$ cat config.mk
export PLATFORM = sky130hd
export DESIGN_NAME = vfm_match
export DESIGN_NICKNAME = d
export VERILOG_FILES = /design/src/rtl/core/assert_macros.svh /design/src/rtl/core/vfm_pkg.sv /design/src/rtl/core/vfm_match.sv
export SDC_FILE = /design/constraint.sdc
export NUM_CORES = 1
export LEC_CHECK = 0
export ABC_AREA = 1
export BUFFER_PORTS_ARGS = -buffer_cell sky130_fd_sc_hd__clkbuf_2
export CAP_MARGIN = 20
export CORE_AREA = 2 2 83 85
export DETAILED_ROUTE_END_ITERATION = 10
export DIE_AREA = 0 0 85 87
export GPL_ROUTABILITY_DRIVEN = 0
export PLACE_DENSITY = 0.71
export SLEW_MARGIN = 10
export SYNTH_ARGS = -nofsm -noshare
export SYNTH_HDL_FRONTEND = slang
export SYNTH_SLANG_ARGS = --single-unit
$ cat constraint.sdc
create_clock -name clk -period 2.3 [get_ports clk]
set_clock_uncertainty 0.1 [all_clocks]
set_input_delay 0.46 -clock clk [delete_from_list [all_inputs] [get_ports clk]]
set_output_delay 0.46 -clock clk [all_outputs]
set_load 0.01 [all_outputs]
$ cat src/rtl/core/assert_macros.svh
// Assertion macros shared by the plane table core.
// No dependencies; included by files that carry concurrent assertions.
`ifndef ASSERT_MACROS_SVH
`define ASSERT_MACROS_SVH

// Checked assertion, disabled while reset is held.
`define VFM_ASSERT(lbl, prop) \
  lbl: assert property (@(posedge clk) disable iff (!rst_n) prop) \
    else $error("plane table check failed");

// Assertion that also holds during reset.
`define VFM_ASSERT_ALWAYS(lbl, prop) \
  lbl: assert property (@(posedge clk) prop) else $error("plane table check failed");

`endif

$ cat src/rtl/core/vfm_pkg.sv
// Types and fixed codes for the plane table core.
// No dependencies; used by every module of the block.
package vfm_pkg;

  typedef enum logic [1:0] {
    ACT_FRAME = 2'd0,
    ACT_FIND  = 2'd1,
    ACT_WRITE = 2'd2,
    ACT_READ  = 2'd3
  } action_t;

  typedef enum logic [2:0] {
    ST_CACHE_HIT = 3'd0,
    ST_SCAN_HIT  = 3'd1,
    ST_NEW_PLANE = 3'd2,
    ST_FULL      = 3'd3,
    ST_DONE      = 3'd4
  } status_t;

  localparam logic [1:0] CFG_MAX_PLANES   = 2'd0;
  localparam logic [1:0] CFG_SCREEN_WIDTH = 2'd1;
  localparam logic [1:0] CFG_SPECIAL_MASK = 2'd2;

  localparam logic [7:0] MAX_PLANES_RST   = 8'd128;
  localparam logic [8:0] SCREEN_WIDTH_RST = 9'd320;
  localparam logic [7:0] SPECIAL_MASK_RST = 8'd255;

  typedef struct packed {
    logic [1:0]         action;
    logic signed [31:0] height;
    logic [31:0]        texture_id;
    logic [7:0]         light;
    logic [15:0]        color;
    logic [7:0]         special;
    logic [8:0]         start_column;
    logic [8:0]         stop_column;
    logic [6:0]         start_plane;
    logic [7:0]         flat_index;
    logic               is_floor;
    logic [15:0]        column_value;
  } in_t;

  typedef struct packed {
    logic [6:0]  plane_index;
    logic [2:0]  status;
    logic [15:0] column_word;
    logic [8:0]  span_left;
    logic [8:0]  span_right;
  } out_t;

  typedef struct packed {
    logic [31:0] height;
    logic [31:0] texture;
    logic [7:0]  light;
    logic [15:0] color;
    logic [7:0]  special;
  } plane_key_t;

  typedef struct packed {
    plane_key_t  key;
    logic [7:0]  flat;
    logic        is_floor;
    logic [8:0]  left;
    logic [8:0]  right;
    logic [19:0] row_span;
  } plane_rec_t;

  typedef enum logic [3:0] {
    S_IDLE,
    S_CHECK,
    S_PROBE_RD,
    S_PROBE_CMP,
    S_PROBE_EVAL,
    S_SCAN_INIT,
    S_SCAN_RD,
    S_SCAN_CMP,
    S_SCAN_EVAL,
    S_ALLOC,
    S_FILL,
    S_RW_RD,
    S_RW_DATA,
    S_DONE
  } state_t;

endpackage

$ cat src/rtl/core/vfm_match.sv
// Shared registered compare unit: plane key equality and open-column test.
// Depends on vfm_pkg.
module vfm_match #(
  parameter logic [15:0] OPEN_MARK = 16'hFF00
) (
  input  logic                clk,
  input  logic                cmp_en,
  input  vfm_pkg::plane_key_t key_a,
  input  vfm_pkg::plane_key_t key_b,
  input  logic [15:0]         col_word,
  input  logic                col_ok,
  output logic                hit_r
);

  logic hit_nxt;

  always_comb begin
    hit_nxt = (key_a == key_b) && col_ok && (col_word == OPEN_MARK);
  end

  always_ff @(posedge clk) begin
    if (cmp_en) begin
      hit_r <= hit_nxt;
    end
  end

endmodule

# After elaboration in Yosys (flattened, before gate mapping)
# Cells that the tools add are included.
# totals
register_bits,1
latch_bits,0
ramBits,0
romBits,0
output_inout_bits,1
n_memories,0
# op_classes
addsub,0
mul,0
div_mod_pow,0
magnitude_cmp,0
eq_ne,2
shift,0
muxes,0
n_bitwise,0
reduce_logical,2
# ops
operator,count
$eq A96 B96 Y1,1
$eq A16 B16 Y1 const B,1
$logic_and A1 B1 Y1,2

# Logic depth before layout (Yosys ltp)
# depth
depth_word,3
ltp_mapped,10

# Least setup slack after synthesis
# Ideal clock, no wire load.
# synth_timing
path_kind,input -> register
from,in col_word[6]
to,reg hit_r (data pin)
setup_time_ns,0.135
arrival_ns,1.061
required_time_ns,2.065
path_slack_ns,1.004
stages,9
path_cell_list,inv_1 > nand2_1 > nor2_1 > nand2_1 > nor2_1 > nand2_1 > nor2_1 > nand3_1 > nor2_2
# synth_via
elab_chain_len,2
# synth_rtl
item,line,rtl
from (decl),vfm_match.sv:10,"input logic [15:0] col_word,"
$eq A16 B16 Y1,vfm_match.sv:18,hit_nxt = (key_a == key_b) && col_ok && (col_word == OPEN_MARK);
$logic_and A1 B1 Y1,vfm_match.sv:18,
named net hit_nxt,vfm_match.sv:15,logic hit_nxt;
to (signal assigned),vfm_match.sv:23,hit_r <= hit_nxt;
to (decl),vfm_match.sv:12,output logic hit_r
# The timed path passes the listed nets, and every way through them passes these cells.
# A chain may end at the register's enable or synchronous reset.

# Worst setup path in the final report
# layout_timing
from,in key_b[65] (netlist bit)
to,reg hit_r (data pin)
# layout_via
elab_chain_len,3
# layout_rtl
item,line,rtl
from (decl),vfm_match.sv:9,"input vfm_pkg::plane_key_t key_b,"
$eq A96 B96 Y1,vfm_match.sv:18,
$logic_and A1 B1 Y1 (2 in a row),vfm_match.sv:18,
named net hit_nxt,vfm_match.sv:15,
# The timed path passes the listed nets, and every way through them passes these cells.

==> run summary <==
The run finished with clean final reports. The tools report the final antenna-violating net count as 0. Dividing the detail-routed wire length by the instance count gives 8.95 um.

The combinational share of power came out at 0.954. The tools report the net load switching power as 0.000213 W. Yosys mapped the design onto 14 distinct sky130hd cell types. The tools report the portion of the post-synthesis area used by sequential elements as 0.0157. Gates resized during post-CTS repair numbered 0. Derived from the worst setup path, the maximum achievable clock frequency is 641 MHz. Most used flip-flop cell after synthesis: sky130_fd_sc_hd__edfxtp_1.

The tools report the DRC violation total after the first TritonRoute iteration as 68. The top register by number of flip-flops was hit_r. For this design, the CTS-stage hold fixing added 0 buffers. The die is 87 um tall.

The number of buffers added for setup after CTS is 0. For the pin with the worst max-slew slack, the measured transition is 0.268 ns. The number of port buffers is 211.

Setup repair after global routing left no endpoint under its margin. Of all nets on the critical path, the largest fanout is 2. After detailed routing, no signal wire sits above met4. The Yosys step of the flow raised 0 warnings. The largest vdd supply drop was 67.4 uV; the pin count of the biggest net entering global routing was 3.

The number of enable flip-flop cells after synthesis is 1. The clock power share was 0; the initial core utilization was 0.290. The tools report the max-slew violation count as 0.

Global routing finished with a remaining overflow of 0. Critical setup path kind: in -> reg. The horizontal die dimension came out at 85 um. The largest total area in the synthesized netlist belongs to sky130_fd_sc_hd__nand2_1. The run gives 0 as the count of final hold-check violations.

The run gives 0 as the initial antenna violation count. The area of the mapped netlist was 1910 sq um. After floorplanning, the core was divided into 30 placement rows. The depth of the worst hold-timing path came out at 1.

Once placement completed, the tool counted placed cells totaling 751. The logs give 1.32 ns for the data arrival time of the critical path and 2.31 nW for the leakage power. The placeable core region was 6570 sq um. The run gives 0.169 as the overall track demand over capacity in global routing.

Detailed placement finished with a half-perimeter wire length of 6580 um. The flip-flop count of the largest register, all copies and words added works out to 1. STA classifies the critical path endpoint as a flop.

The number of antenna diodes in the final layout is 0. The run gives 0.000256 W as the cell-internal power. Leaving out filler cells and counting taps, the final layout contains 751. Data on the critical path is required at its endpoint by 2.06 ns. The min-delay analysis places its worst path in the category in -> reg. In the final layout, the registers with the most flip-flops are hit_r: 1 flops.

The detailed-route vias per instance came out at 4.08. The fraction of final layout cells with drive strength greater than 1 is 0.320, and the share of the clock period used by the worst path after layout is 0.679. Setup violations remaining at the end of the flow were counted as 0. The first global-routing pass estimated 10600 um of wire.

The clock-pin transition on the worst setup and hold timing paths was 0 ns; the synthesized flop and latch total was 1. In the final design database the tool counted 884 nets. For the tightest slew margin relative to the limit, the log shows 0.821. Fraction of registers with async set or reset after synthesis: 0. Aggregate routed wire length: 6720 um.

Ranked by instance count, the synthesized netlist is headed by sky130_fd_sc_hd__nand2_1, sky130_fd_sc_hd__inv_1, sky130_fd_sc_hd__nor2_1. For this design the top-level I/O count stands at 212. For hold timing, the worst endpoint is hit_r.

The detailed router placed 3062 vias in this run. The layout overhead on the synthesized area came out at 60.6%. The switching part of the total power was 0.454; the number of global-route vias before repair was 2825. The detailed-routing iteration count for the pre-antenna-repair pass was 4; the share of the synthesized area in the top cell type was 0.417. The most common cell in the synthesized netlist is sky130_fd_sc_hd__nand2_1. When the netlist entered floorplanning its net count stood at 671. By area the synthesized netlist is led by sky130_fd_sc_hd__nand2_1, sky130_fd_sc_hd__inv_1, sky130_fd_sc_hd__nor2_1, sky130_fd_sc_hd__xnor2_1, sky130_fd_sc_hd__o21ai_1. Power spread over the standard cell area amounts to 153 nW/um^2. The post-detailed-route DRC marker count is 0, and the number of violations of the max-capacitance limit is 0. Wire segments on met3 add up to 575 um in the final route. The total negative slack for setup checks is 0 ns, and the total routed wire length on the met1 layer is 2570 um. The tools report the sequential cell fraction of total power as 0.046. The worst setup path is launched from an input port.

The routed design could run at a clock period as short as 1.56 ns. Dividing the synthesized area by the synthesized cell count gives 4.15 sq um. The startpoint identified for the worst hold timing path is cmp_en. The die covers 7400 sq um.

Synthesis produced a netlist whose cell count is 460. The run gives 3520 um as the total length of routed met2 wires.
## how the worst max path moves through the flow
stage           startpoint    end  slack [ns]  depth (start not counted)
5_1_grt          key_b[65]  hit_r        0.55                         11
4_1_cts          key_b[65]  hit_r        0.64                         11
6_report         key_b[65]  hit_r        0.74                         11
3_5_place_dp     key_b[65]  hit_r        0.65                         11
2_1_floorplan  col_word[6]  hit_r        1.00                          9
3_3_place_gp     key_b[65]  hit_r        0.67                         11
## layout by cell type (no fill, tap or decap)
cell | synthesis | routed
sky130_fd_sc_hd__clkbuf_2 | 0 | 211
sky130_fd_sc_hd__inv_2 | 3 | 3
sky130_fd_sc_hd__o21ai_0 | 3 | 3
sky130_fd_sc_hd__nor2_1 | 56 | 56
sky130_fd_sc_hd__nand4_1 | 3 | 3
sky130_fd_sc_hd__xor2_1 | 1 | 1
sky130_fd_sc_hd__a21oi_1 | 1 | 1
sky130_fd_sc_hd__o22ai_1 | 3 | 3
sky130_fd_sc_hd__inv_1 | 135 | 135
sky130_fd_sc_hd__xnor2_1 | 20 | 20
sky130_fd_sc_hd__nand2_1 | 212 | 212
sky130_fd_sc_hd__nand3_1 | 2 | 2
sky130_fd_sc_hd__edfxtp_1 | 1 | 1
sky130_fd_sc_hd__o21ai_1 | 19 | 19
sky130_fd_sc_hd__nor2_2 | 1 | 1
## metrics by stage
| stage | hold slack, ns | worst slack, ns | instance area, sq um | total power (W) | utilization |
|---|---|---|---|---|---|
| 3_5_place_dp | 0.562 | 0.647 | 3060 | 0.000473 | 0.466 |
| 2_1_floorplan | 0.472 | 1.00 | 1910 | 0.000229 | - |
| 3_3_place_gp | 0.565 | 0.665 | 3060 | 0.000464 | 0.466 |
| 6_report | 0.562 | 0.739 | 3060 | 0.000469 | 0.466 |
| 4_1_cts | 0.562 | 0.644 | 3060 | 0.000475 | 0.466 |
| 5_1_grt | 0.570 | 0.555 | 3060 | 0.000539 | 0.466 |
## power groups by stage
stage	Sequential (W)	Clock (W)	Combinational, W
finish	0.0000215	0	0.000447
global route	0.0000216	0	0.000518
CTS	0.0000215	0	0.000453
detailed placement	0.0000215	0	0.000451
global placement	0.0000216	0	0.000442
floorplan	0.0000221	0	0.000207
## cells by family (layout without fill, tap and decap cells)
logic type,after synthesis,count (layout),share of synthesized area
simple gates,274,274,0.546
compound gates,26,26,0.0702
flops,1,1,0.0157
xor+xnor,21,21,0.0965
buf+inv,138,349,0.272
## layout make-up
type                            instances  area [sq um]
Fill cell                             773          3510
Multi-Input combinational cell        321          1360
Timing Repair Buffer                  211          1060
Inverter                              138           518
Tap cell                               80           100
Sequential cell                         1          30.0
## layer usage
layer  GRT usage  up-vias
met1       0.175     1214
met3      0.0161        4
met4      0.0130        0
met5           0        -
met2       0.369      128
li1            -     1716
## worst max-delay path: stages
cell	delay, ns
sky130_fd_sc_hd__clkbuf_2	0.08
sky130_fd_sc_hd__inv_1	0.04
sky130_fd_sc_hd__nand2_1	0.09
sky130_fd_sc_hd__nand2_1	0.05
sky130_fd_sc_hd__nor2_1	0.08
sky130_fd_sc_hd__nand2_1	0.06
sky130_fd_sc_hd__nor2_1	0.14
sky130_fd_sc_hd__nand2_1	0.07
sky130_fd_sc_hd__nor2_1	0.11
sky130_fd_sc_hd__nand2_1	0.08
sky130_fd_sc_hd__nor2_2	0.07
Note: power is estimated with default switching activity, not from simulation.
